$ cat src/rtl/csi_pkg.sv
package csi_pkg;

  // Fixed field widths of the block.
  localparam int unsigned POS_BITS      = 32;
  localparam int unsigned ALPHA_IN_BITS = 16;
  localparam int unsigned AXES          = 3;

  // Angles live on a circle of 2048 * 256 units.
  localparam int unsigned ANGLE_FULL = 2048 * 256;
  localparam int unsigned ANGLE_HALF = ANGLE_FULL / 2;
  localparam int unsigned ANGLE_BITS = $clog2(ANGLE_FULL);

  typedef logic [POS_BITS-1:0]   pos_t;
  typedef logic [ANGLE_BITS-1:0] ang_t;

  typedef enum logic [1:0] {
    FN_CAPTURE  = 2'd0,
    FN_TELEPORT = 2'd1,
    FN_RENDER   = 2'd2,
    FN_CLEAR    = 2'd3
  } func_e;

  typedef enum logic [2:0] {
    ST_IDLE,
    ST_DIFF,
    ST_NORM,
    ST_MUL,
    ST_DONE
  } state_e;

  // Slot store update requests, at most one of them high in a cycle.
  typedef struct packed {
    logic capture;
    logic teleport;
    logic clear_all;
  } store_cmd_t;

  // Sequencing shared by all interpolation lanes.
  typedef struct packed {
    logic diff_en;
    logic norm_en;
    logic step_en;
    logic alpha_bit;
  } lane_ctrl_t;

endpackage

$ cat src/rtl/csi_slot_store.sv
module csi_slot_store #(
  parameter int unsigned CAMERAS = 2,
  parameter int unsigned SW      = 1
) (
  input  logic                    clk_i,
  input  logic                    rst_ni,
  input  csi_pkg::store_cmd_t     cmd_i,
  input  logic [SW-1:0]           wr_slot_i,
  input  csi_pkg::pos_t           wr_pos_i      [csi_pkg::AXES],
  input  csi_pkg::ang_t           wr_ang_i      [csi_pkg::AXES],
  input  logic [SW-1:0]           rd_slot_i,
  output logic                    rd_valid_o,
  output csi_pkg::pos_t           rd_pos_old_o  [csi_pkg::AXES],
  output csi_pkg::pos_t           rd_pos_now_o  [csi_pkg::AXES],
  output csi_pkg::ang_t           rd_ang_prev_o [csi_pkg::AXES],
  output csi_pkg::ang_t           rd_ang_curr_o [csi_pkg::AXES]
);

  logic [CAMERAS-1:0] valid_q;
  logic [CAMERAS-1:0] skip_q;

  csi_pkg::pos_t pos_old_q  [CAMERAS][csi_pkg::AXES];
  csi_pkg::pos_t pos_now_q  [CAMERAS][csi_pkg::AXES];
  csi_pkg::ang_t ang_prev_q [CAMERAS][csi_pkg::AXES];
  csi_pkg::ang_t ang_curr_q [CAMERAS][csi_pkg::AXES];

  // The old current snapshot only becomes previous on an ordinary capture;
  // a first capture or one after a teleport mark starts with no motion.
  logic keep_old;
  assign keep_old = valid_q[wr_slot_i] && !skip_q[wr_slot_i];

  always_ff @(posedge clk_i or negedge rst_ni) begin
    if (!rst_ni) begin
      valid_q <= '0;
      skip_q  <= '0;
    end else begin
      priority if (cmd_i.clear_all) begin
        valid_q <= '0;
        skip_q  <= '0;
      end else if (cmd_i.capture) begin
        valid_q[wr_slot_i] <= 1'b1;
        skip_q[wr_slot_i]  <= 1'b0;
      end else if (cmd_i.teleport) begin
        skip_q[wr_slot_i] <= 1'b1;
      end
    end
  end

  // Snapshot data needs no reset: it is only used once the slot is valid.
  always_ff @(posedge clk_i) begin
    if (cmd_i.capture) begin
      for (int k = 0; k < csi_pkg::AXES; k++) begin
        pos_now_q[wr_slot_i][k]  <= wr_pos_i[k];
        ang_curr_q[wr_slot_i][k] <= wr_ang_i[k];
        pos_old_q[wr_slot_i][k]  <= keep_old ? pos_now_q[wr_slot_i][k] : wr_pos_i[k];
        ang_prev_q[wr_slot_i][k] <= keep_old ? ang_curr_q[wr_slot_i][k] : wr_ang_i[k];
      end
    end
  end

  assign rd_valid_o = valid_q[rd_slot_i];

  always_comb begin
    for (int k = 0; k < csi_pkg::AXES; k++) begin
      rd_pos_old_o[k]  = pos_old_q[rd_slot_i][k];
      rd_pos_now_o[k]  = pos_now_q[rd_slot_i][k];
      rd_ang_prev_o[k] = ang_prev_q[rd_slot_i][k];
      rd_ang_curr_o[k] = ang_curr_q[rd_slot_i][k];
    end
  end

endmodule

$ cat src/rtl/csi_lerp_lane.sv
module csi_lerp_lane #(
  parameter int unsigned W    = 32,
  parameter bit          WRAP = 1'b0
) (
  input  logic                clk_i,
  input  csi_pkg::lane_ctrl_t ctrl_i,
  input  logic [W-1:0]        prev_i,
  input  logic [W-1:0]        curr_i,
  output logic [W-1:0]        result_o
);

  localparam int unsigned DW = W + 1;

  logic [W-1:0]         prev_q;
  logic signed [DW-1:0] diff_q;
  logic signed [DW-1:0] wrapped;
  logic                 neg_q;
  logic [DW-1:0]        mag_q;
  logic [DW-1:0]        acc_q;
  logic [DW:0]          sum;
  logic                 ext_p;
  logic                 ext_c;

  // Positions are signed, angles are plain residues on the circle.
  assign ext_p = WRAP ? 1'b0 : prev_i[W-1];
  assign ext_c = WRAP ? 1'b0 : curr_i[W-1];

  // Take the shorter way round the circle.
  always_comb begin
    wrapped = diff_q;
    if (WRAP) begin
      if (diff_q > $signed(DW'(csi_pkg::ANGLE_HALF))) begin
        wrapped = diff_q - $signed(DW'(csi_pkg::ANGLE_FULL));
      end else if (diff_q < -$signed(DW'(csi_pkg::ANGLE_HALF))) begin
        wrapped = diff_q + $signed(DW'(csi_pkg::ANGLE_FULL));
      end
    end
  end

  // Shift-and-add over the fraction, least significant bit first. Each step
  // drops one low product bit, so the final value is the truncated product.
  assign sum = {1'b0, acc_q} + (ctrl_i.alpha_bit ? {1'b0, mag_q} : '0);

  always_ff @(posedge clk_i) begin
    if (ctrl_i.diff_en) begin
      prev_q <= prev_i;
      diff_q <= $signed({ext_c, curr_i}) - $signed({ext_p, prev_i});
    end
    if (ctrl_i.norm_en) begin
      neg_q <= wrapped[DW-1];
      mag_q <= wrapped[DW-1] ? DW'(-wrapped) : DW'(wrapped);
      acc_q <= '0;
    end else if (ctrl_i.step_en) begin
      acc_q <= sum[DW:1];
    end
  end

  // Truncation toward zero: scale the magnitude, then apply the sign.
  assign result_o = neg_q ? (prev_q - acc_q[W-1:0]) : (prev_q + acc_q[W-1:0]);

endmodule

$ cat src/rtl/camera_snapshot_interpolator.sv
// Channel   Direction  Handshake                 Payload
// in        input      in_valid_i / in_stall_o   func, cam_slot, pos_x/y/z, yaw/pitch/roll, alpha
// out       output     out_valid_o / out_stall_i valid_res, out_x/y/z, out_yaw/pitch/roll
// cfg       input      cfg_we_i                  cfg_wdata_i (interp_enable)
//
// Capture, teleport mark and clear all complete in the cycle of their transfer. A render
// holds the input stalled while it forms the differences, wraps and takes magnitudes, runs
// the bit-serial multiplier, which consumes one fraction bit per cycle, and loads the
// output register. Reset is asynchronous and active low; it clears all slots and sets
// interp_enable. A stalled result waits in the output register while the next item is
// taken; a following render waits in ST_DONE until that result is taken.
module camera_snapshot_interpolator #(
  parameter int unsigned CAMERAS    = 2,
  parameter int unsigned ALPHA_BITS = 16
) (
  input  logic                                  clk_i,
  input  logic                                  rst_ni,
  // Configuration
  input  logic                                  cfg_we_i,
  input  logic                                  cfg_wdata_i,
  // Input channel
  input  logic                                  in_valid_i,
  output logic                                  in_stall_o,
  input  logic [1:0]                            func_i,
  input  logic                                  cam_slot_i,
  input  logic signed [csi_pkg::POS_BITS-1:0]   pos_x_i,
  input  logic signed [csi_pkg::POS_BITS-1:0]   pos_y_i,
  input  logic signed [csi_pkg::POS_BITS-1:0]   pos_z_i,
  input  logic signed [csi_pkg::POS_BITS-1:0]   yaw_in_i,
  input  logic signed [csi_pkg::POS_BITS-1:0]   pitch_in_i,
  input  logic signed [csi_pkg::POS_BITS-1:0]   roll_in_i,
  input  logic [csi_pkg::ALPHA_IN_BITS-1:0]     alpha_i,
  // Output channel
  output logic                                  out_valid_o,
  input  logic                                  out_stall_i,
  output logic                                  valid_res_o,
  output logic signed [csi_pkg::POS_BITS-1:0]   out_x_o,
  output logic signed [csi_pkg::POS_BITS-1:0]   out_y_o,
  output logic signed [csi_pkg::POS_BITS-1:0]   out_z_o,
  output logic [csi_pkg::ANGLE_BITS-1:0]        out_yaw_o,
  output logic [csi_pkg::ANGLE_BITS-1:0]        out_pitch_o,
  output logic [csi_pkg::ANGLE_BITS-1:0]        out_roll_o
);

  localparam int unsigned SW    = (CAMERAS > 1) ? $clog2(CAMERAS) : 1;
  localparam int unsigned CNT_W = $clog2(ALPHA_BITS);
  localparam int unsigned AW    = (ALPHA_BITS > csi_pkg::ALPHA_IN_BITS) ?
                                  ALPHA_BITS : csi_pkg::ALPHA_IN_BITS;
  localparam logic [AW-1:0] AMAX = AW'((1 << ALPHA_BITS) - 1);

  csi_pkg::state_e     state_q, state_d;
  logic [SW-1:0]       slot_q;
  logic                ok_q;
  logic [ALPHA_BITS-1:0] alpha_sr_q, alpha_sr_d;
  logic [CNT_W-1:0]    cnt_q, cnt_d;
  logic                interp_enable_q;
  logic                out_valid_q;
  logic                load_out;

  logic                valid_res_q;
  csi_pkg::pos_t       out_pos_q [csi_pkg::AXES];
  csi_pkg::ang_t       out_ang_q [csi_pkg::AXES];

  csi_pkg::func_e      func;
  logic                in_accept;
  logic                in_range;
  logic                render_go;
  logic [SW-1:0]       slot_idx;
  logic [SW-1:0]       rd_slot;
  logic [AW-1:0]       alpha_ext;
  logic [ALPHA_BITS-1:0] alpha_sat;

  csi_pkg::store_cmd_t store_cmd;
  csi_pkg::lane_ctrl_t lane_ctrl;

  csi_pkg::pos_t       wr_pos    [csi_pkg::AXES];
  csi_pkg::ang_t       wr_ang    [csi_pkg::AXES];
  logic                rd_valid;
  csi_pkg::pos_t       pos_old   [csi_pkg::AXES];
  csi_pkg::pos_t       pos_now   [csi_pkg::AXES];
  csi_pkg::ang_t       ang_prev  [csi_pkg::AXES];
  csi_pkg::ang_t       ang_curr  [csi_pkg::AXES];
  csi_pkg::pos_t       pos_res   [csi_pkg::AXES];
  csi_pkg::ang_t       ang_res   [csi_pkg::AXES];

  // ------------------------------------------------------------------
  // Input decoding. Only the idle state takes a transfer.
  // ------------------------------------------------------------------
  assign in_stall_o = (state_q != csi_pkg::ST_IDLE);
  assign in_accept  = in_valid_i && !in_stall_o;
  assign func       = csi_pkg::func_e'(func_i);
  assign in_range   = (32'(cam_slot_i) < CAMERAS);
  assign slot_idx   = in_range ? SW'(cam_slot_i) : '0;
  assign render_go  = in_accept && (func == csi_pkg::FN_RENDER);

  // During a render the slot is held; otherwise the read follows the input.
  assign rd_slot = (state_q == csi_pkg::ST_IDLE) ? slot_idx : slot_q;

  assign store_cmd.capture   = in_accept && (func == csi_pkg::FN_CAPTURE) && in_range;
  assign store_cmd.teleport  = in_accept && (func == csi_pkg::FN_TELEPORT) && in_range;
  assign store_cmd.clear_all = in_accept && (func == csi_pkg::FN_CLEAR);

  // Angles are stored reduced to the circle, that is their low bits.
  assign wr_pos[0] = pos_x_i;
  assign wr_pos[1] = pos_y_i;
  assign wr_pos[2] = pos_z_i;
  assign wr_ang[0] = yaw_in_i[csi_pkg::ANGLE_BITS-1:0];
  assign wr_ang[1] = pitch_in_i[csi_pkg::ANGLE_BITS-1:0];
  assign wr_ang[2] = roll_in_i[csi_pkg::ANGLE_BITS-1:0];

  // The fraction saturates just below one.
  assign alpha_ext = AW'(alpha_i);
  assign alpha_sat = (alpha_ext > AMAX) ? AMAX[ALPHA_BITS-1:0] : alpha_ext[ALPHA_BITS-1:0];

  // ------------------------------------------------------------------
  // Configuration register.
  // ------------------------------------------------------------------
  always_ff @(posedge clk_i or negedge rst_ni) begin
    if (!rst_ni) begin
      interp_enable_q <= 1'b1;
    end else if (cfg_we_i) begin
      interp_enable_q <= cfg_wdata_i;
    end
  end

  // ------------------------------------------------------------------
  // Sequencer.
  // ------------------------------------------------------------------
  always_ff @(posedge clk_i or negedge rst_ni) begin
    if (!rst_ni) begin
      state_q <= csi_pkg::ST_IDLE;
    end else begin
      state_q <= state_d;
    end
  end

  always_ff @(posedge clk_i) begin
    alpha_sr_q <= alpha_sr_d;
    cnt_q      <= cnt_d;
    if (render_go) begin
      slot_q <= slot_idx;
      // A render of an empty, out-of-range or disabled slot still goes
      // through the lanes; its result is simply forced to zero.
      ok_q   <= in_range && interp_enable_q && rd_valid;
    end
  end

  always_comb begin
    state_d    = state_q;
    alpha_sr_d = alpha_sr_q;
    cnt_d      = cnt_q;
    lane_ctrl  = '0;
    load_out   = 1'b0;
    unique case (state_q)
      csi_pkg::ST_IDLE: begin
        if (render_go) begin
          state_d    = csi_pkg::ST_DIFF;
          alpha_sr_d = alpha_sat;
          cnt_d      = CNT_W'(ALPHA_BITS - 1);
        end
      end
      csi_pkg::ST_DIFF: begin
        lane_ctrl.diff_en = 1'b1;
        state_d           = csi_pkg::ST_NORM;
      end
      csi_pkg::ST_NORM: begin
        lane_ctrl.norm_en = 1'b1;
        state_d           = csi_pkg::ST_MUL;
      end
      csi_pkg::ST_MUL: begin
        lane_ctrl.step_en   = 1'b1;
        lane_ctrl.alpha_bit = alpha_sr_q[0];
        alpha_sr_d          = alpha_sr_q >> 1;
        if (cnt_q == '0) begin
          state_d = csi_pkg::ST_DONE;
        end else begin
          cnt_d = cnt_q - CNT_W'(1);
        end
      end
      csi_pkg::ST_DONE: begin
        if (!out_valid_q || !out_stall_i) begin
          load_out = 1'b1;
          state_d  = csi_pkg::ST_IDLE;
        end
      end
      default: begin
        state_d = csi_pkg::ST_IDLE;
      end
    endcase
  end

  // ------------------------------------------------------------------
  // Snapshot store and interpolation lanes.
  // ------------------------------------------------------------------
  csi_slot_store #(
    .CAMERAS (CAMERAS),
    .SW      (SW)
  ) u_store (
    .clk_i         (clk_i),
    .rst_ni        (rst_ni),
    .cmd_i         (store_cmd),
    .wr_slot_i     (slot_idx),
    .wr_pos_i      (wr_pos),
    .wr_ang_i      (wr_ang),
    .rd_slot_i     (rd_slot),
    .rd_valid_o    (rd_valid),
    .rd_pos_old_o  (pos_old),
    .rd_pos_now_o  (pos_now),
    .rd_ang_prev_o (ang_prev),
    .rd_ang_curr_o (ang_curr)
  );

  for (genvar g = 0; g < csi_pkg::AXES; g++) begin : g_axis
    csi_lerp_lane #(
      .W    (csi_pkg::POS_BITS),
      .WRAP (1'b0)
    ) u_pos_lane (
      .clk_i    (clk_i),
      .ctrl_i   (lane_ctrl),
      .prev_i   (pos_old[g]),
      .curr_i   (pos_now[g]),
      .result_o (pos_res[g])
    );

    csi_lerp_lane #(
      .W    (csi_pkg::ANGLE_BITS),
      .WRAP (1'b1)
    ) u_ang_lane (
      .clk_i    (clk_i),
      .ctrl_i   (lane_ctrl),
      .prev_i   (ang_prev[g]),
      .curr_i   (ang_curr[g]),
      .result_o (ang_res[g])
    );
  end

  // ------------------------------------------------------------------
  // Output register.
  // ------------------------------------------------------------------
  always_ff @(posedge clk_i or negedge rst_ni) begin
    if (!rst_ni) begin
      out_valid_q <= 1'b0;
    end else if (load_out) begin
      out_valid_q <= 1'b1;
    end else if (!out_stall_i) begin
      out_valid_q <= 1'b0;
    end
  end

  always_ff @(posedge clk_i) begin
    if (load_out) begin
      valid_res_q <= ok_q;
      for (int k = 0; k < csi_pkg::AXES; k++) begin
        out_pos_q[k] <= ok_q ? pos_res[k] : '0;
        out_ang_q[k] <= ok_q ? ang_res[k] : '0;
      end
    end
  end

  assign out_valid_o = out_valid_q;
  assign valid_res_o = valid_res_q;
  assign out_x_o     = out_pos_q[0];
  assign out_y_o     = out_pos_q[1];
  assign out_z_o     = out_pos_q[2];
  assign out_yaw_o   = out_ang_q[0];
  assign out_pitch_o = out_ang_q[1];
  assign out_roll_o  = out_ang_q[2];

  // ------------------------------------------------------------------
  // Assertions.
  // ------------------------------------------------------------------
  a_render_starts: assert property (@(posedge clk_i) disable iff (!rst_ni)
    render_go |=> (state_q == csi_pkg::ST_DIFF))
    else $error("render transfer did not start the lanes");

  a_mul_ends: assert property (@(posedge clk_i) disable iff (!rst_ni)
    (state_q == csi_pkg::ST_MUL) && (cnt_q == '0) |=> (state_q == csi_pkg::ST_DONE))
    else $error("multiplier ran past its last fraction bit");

  a_out_from_done: assert property (@(posedge clk_i) disable iff (!rst_ni)
    $rose(out_valid_q) |-> $past(state_q == csi_pkg::ST_DONE))
    else $error("result appeared without a finished render");

  a_out_drains: assert property (@(posedge clk_i) disable iff (!rst_ni)
    out_valid_q && !out_stall_i && (state_q != csi_pkg::ST_DONE) |=> !out_valid_q)
    else $error("taken result was not removed");

  a_idle_no_lane: assert property (@(posedge clk_i) disable iff (!rst_ni)
    (state_q == csi_pkg::ST_IDLE) |-> !(lane_ctrl.diff_en || lane_ctrl.norm_en ||
                                        lane_ctrl.step_en))
    else $error("lanes active while idle");

endmodule
$ cat config.mk
export PLATFORM = sky130hd
export DESIGN_NAME = camera_snapshot_interpolator
export DESIGN_NICKNAME = d
export VERILOG_FILES = /design/src/rtl/csi_pkg.sv /design/src/rtl/csi_slot_store.sv /design/src/rtl/csi_lerp_lane.sv /design/src/rtl/camera_snapshot_interpolator.sv
export SDC_FILE = /design/constraint.sdc
export NUM_CORES = 2
export LEC_CHECK = 0
export BUFFER_PORTS_ARGS = -buffer_cell sky130_fd_sc_hd__buf_2
export CORE_ASPECT_RATIO = 1.4
export CORE_MARGIN = 2
export CORE_UTILIZATION = 55
export CTS_CLUSTER_DIAMETER = 40
export DETAILED_ROUTE_END_ITERATION = 8
export HOLD_SLACK_MARGIN = 0.06
export MAX_ROUTING_LAYER = met4
export PLACE_DENSITY = 0.7
export SETUP_SLACK_MARGIN = 0.2
export SLEW_MARGIN = 40
export SYNTH_ARGS = -nofsm -noshare
export SYNTH_HDL_FRONTEND = slang
export SYNTH_HIERARCHICAL = 1
export SYNTH_SLANG_ARGS = --single-unit
$ cat constraint.sdc
create_clock -name clk_i -period 30.7 [get_ports clk_i]
set_input_delay 3.07 -clock clk_i [delete_from_list [all_inputs] [get_ports clk_i]]
set_output_delay 3.07 -clock clk_i [all_outputs]
set_load 0.05 [all_outputs]
==> metrics.md <==
| Metric | Value |
|---|---|
| Yosys warning count | 6 |
| Crit-path max FO | 70 |
| Status | finished clean |
| # H-tree levels | 4 |
| Hold Vio Cnt, Final | 0 |
| Worst Hold Launch | g_axis[1].u_ang_lane/acc_q[19]$_SDFFE_PP0P_ |
| Vias in the first global route | 57.1k |
| Largest net degree at the start of global routing | 166 |
| Hold buffer count at cts | 0 |
| Row count | 169 |
| Worst VDD drop | 0.0566 mV |
| GR Overflow Total | 0 |
| Clock sink count | 1433 |
| IO Count | 373 |
| Register bit total from synthesis | 1433 |
| Post-synth EDFFs | 1265 |
| Seq/Total Area, Yosys | 49.2% |
| Die H | 467 µm |
| Compound-cell area share of the yosys netlist | 11.3% |
| Arr. time, crit path | 8340 ps |
| Placed Cells incl. Taps | 9430 |
| Tot GR Track Use | 25.7% |
| Chip width | 335 µm |
| Post-DP HPWL | 141 mm |
| Asr flop ratio synth | 0.628% |
| Slew headroom | 44.3% |
| Non-Filler Instances | 9795 |
| Worst path cell trace | buf_2 -> mux2_8 -> buf_6 -> mux2_2 -> inv_1 -> ha_1 -> fa_1 -> nor2b_1 -> o31ai_1 -> a31oi_1 -> a221o_1 -> a211oi_1 -> a21oi_1 -> a31oi_1 -> mux2i_1 -> o2111ai_1 |
| CTS Buffer Depth | 3 |
| Synth unique cells | 107 |
| Post_cts resized | 0 |
| DRT iter0 DRCs | 3746 |
| Clock Skew | 33.8 ps |
| Final setup vio count | 0 |
| Synth Area in XOR/XNOR | 6.86% |
| Wirelength per Cell | 20.1 µm |
| Area Growth Syn to Fin | 11.5% |
| Synth Flop Type | edfxtp_1 |
| CP Capture Type | flip-flop |
| Post-synthesis mux area share | 11.2% |
| Yosys top cell area share | 45.2% |
| Core ar. | 152000 µm² |
| Max cap viols | 0 |
| Fmax | 128 MHz |
| Via density | 5.85 |
| Initial Utilization | 55.5% |
| Type of the tightest min-delay check | reg -> reg |
| Final worst path period share | 25.4% |
| Skew-Pair Late Insertion Delay | 820 ps |
| Slowest stage cell, crit path | mux2_8 |
| Post-Syn Nets | 8003 |
| Count leader, synth | edfxtp_1 |
| Req. time, crit path | 31230 ps |
| Post-synth top area cell | edfxtp_1 |
| Final setup TNS | 0 ps |
| Vias post-DR | 57.3k |
| Synth top area cells | edfxtp_1 (45%), ha_1 (6.9%), mux2i_1 (6.8%) |
| RSZ-0062 raised after global routing | false |
| Mean Syn Cell Area | 11.5 µm² |
| Clock slew at reported path FFs | 60 ps |
| Count of pins over their slew limit | 0 |
| GP Congestion | 0.918 |
| Worst Setup SP | cam_slot_i |
| Final min period | 7810 ps |
| Post-Syn Instances | 7302 |
| Fraction of layout cells with a size suffix above 1 | 14.2% |
| Most frequent CP cell | a31oi_1 |
| Post-synth top cells | edfxtp_1 (1265), mux2i_1 (570), xnor2_1 (513) |
| Pwr per Cell Area | 91.7 nW/µm² |
| Worst path max stage delay | 660 ps |
| Adder-cell area share of the yosys netlist | 7.36% |
| Synth Area in Simple Gates | 10.9% |
| Post-DRT Antenna Nets | 0 |
| Cell Area, Synth | 84100 µm² |
| Port Buffers | 333 |
| DRT Wirelength | 197 mm |
| Initial antenna violation count | 48 |
| Root buffer cell | clkbuf_16 |
| Remaining routing DRC violations | 0 |
| Leak | 38.3 nW |
| CTS Buf Count | 174 |
| Postcts setup bufs | 0 |
| Worst setup SP type | input port |
| Global-route wire length before repair | 308 mm |
| Nets | 8343 |
| Startpoint of the worst register-to-register path | state_q[0]$_DFFE_PN0P_ |
| Tot Pwr | 8.60 mW |
| Pre-Repair DR Iteration Count | 6 |
| Main combinational cell family by area after synthesis | compound AO/OA/AOI/OAI gates |
| Kind of critical path | in -> reg |
| Measured slew at the worst slew-check pin | 835 ps |
| Die area | 156000 µm² |
| CTS tree | done |
## path summary, 6_finish.rpt
| check | to | slack, ps | cells past startpoint |
|---|---|---|---|
| max | g_axis[1].u_pos_lane/diff_q[30]$_DFFE_PP_ | 22890 | 16 |
| min | g_axis[1].u_ang_lane/acc_q[19]$_SDFFE_PP0P_ | 500 | 2 |
| max reg2reg | g_axis[1].u_pos_lane/diff_q[30]$_DFFE_PP_ | 24140 | 16 |
| min reg2reg | g_axis[1].u_ang_lane/acc_q[19]$_SDFFE_PP0P_ | 500 | 2 |
| max in group asynchronous | interp_enable_q$_DFFE_PN1P_ | 28260 | 1 |
| min in group asynchronous | state_q[1]$_DFFE_PN0P_ | 2150 | 1 |
## state kept, by name, summed over array words and instances, names as in the netlist, 2 cells and up
register and flops:
out_pos_q 96, g_axis.u_ang_lane/neg_q 3, u_store/ang_prev_q 114, u_store/skip_q 2, g_axis.u_pos_lane/prev_q 96, u_store/ang_curr_q 114, g_axis.u_ang_lane/acc_q 60, g_axis.u_pos_lane/diff_q 99
g_axis.u_ang_lane/prev_q 57, out_ang_q 57, state_q 3, g_axis.u_pos_lane/acc_q 99, g_axis.u_ang_lane/mag_q 60, g_axis.u_pos_lane/neg_q 3, cnt_q 4, u_store/valid_q 2
alpha_sr_q 16, g_axis.u_pos_lane/mag_q 99, u_store/pos_now_q 192, u_store/pos_old_q 192, g_axis.u_ang_lane/diff_q 60
## worst max-delay path: cells and delay by family
family,cells,cell delay [ps]
AO/OA/AOI/OAI,7,2520
multiplexers,3,1320
buffers and inverters,3,880
adder cells (fa/ha/maj),2,420
AND/OR/NAND/NOR,1,70
## per-stage QoR
| step | area [µm²] | hold WS [ps] | util (%) | setup slack [ps] |
|---|---|---|---|---|
| global route | 93700 | 539 | 61.8 | 22670 |
| CTS | 93600 | 504 | 61.8 | 22950 |
| global placement | 87500 | 479 | 57.7 | 21930 |
| finish | 93800 | 502 | 61.9 | 22890 |
| floorplan | 84100 | 421 | - | 6300 |
| detailed placement | 87600 | 495 | 57.8 | 22080 |
## per-layer routing
layer  vias to the layer above  part of all wire, %  global-route usage, %
met5                         -                    0                      -
li1                      27900                    -                      -
met1                     27800                   44                   32.5
met4                         0                  2.3                   7.36
met3                       315                  5.7                   3.81
met2                      1380                   48                   42.9
## layout make-up
| type | count | area (µm²) |
|---|---|---|
| clock inverters | 128 | 1480 |
| well taps | 1966 | 2460 |
| multi-input cells | 5283 | 40200 |
| inverters | 363 | 1380 |
| fillers | 12000 | 57800 |
| diodes | 34 | 85.1 |
| clock buffers | 201 | 4590 |
| repair buffers | 387 | 2200 |
| flip-flops and latches | 1433 | 41400 |
## logic make-up after synthesis
group,count (synthesis)
and+or+nand+nor,1778
AOI/OAI and AO/OA,1460
DFF,1433
muxes,899
xor gates and xnor gates,659
buffers and inverters,586
adders and majority gates,484
other,3
## power breakdown
part	internal [mW]	switching, mW
combinational	1.63	2.12
clock	1.25	0.873
sequential	2.47	0.246
## placed cells by master (no fill, tap or decap), types with 63 or more instances in the layout
master     count
xnor2_1      513
edfxtp_1    1265
and2_1       329
dfxtp_1      159
xor2_1       146
clkbuf_16    178
nor3_1       118
a21o_1       173
mux2_2       328
nand2b_1      76
nor2b_1       63
ha_1         466
mux2i_1      570
o21ai_0      248
a21oi_1      449
buf_2        333
inv_1        361
nand3_1       90
a31oi_1       73
nor2_1       477
o31ai_1       68
nand2_1      313
Note: power is estimated with default switching activity, not from simulation.
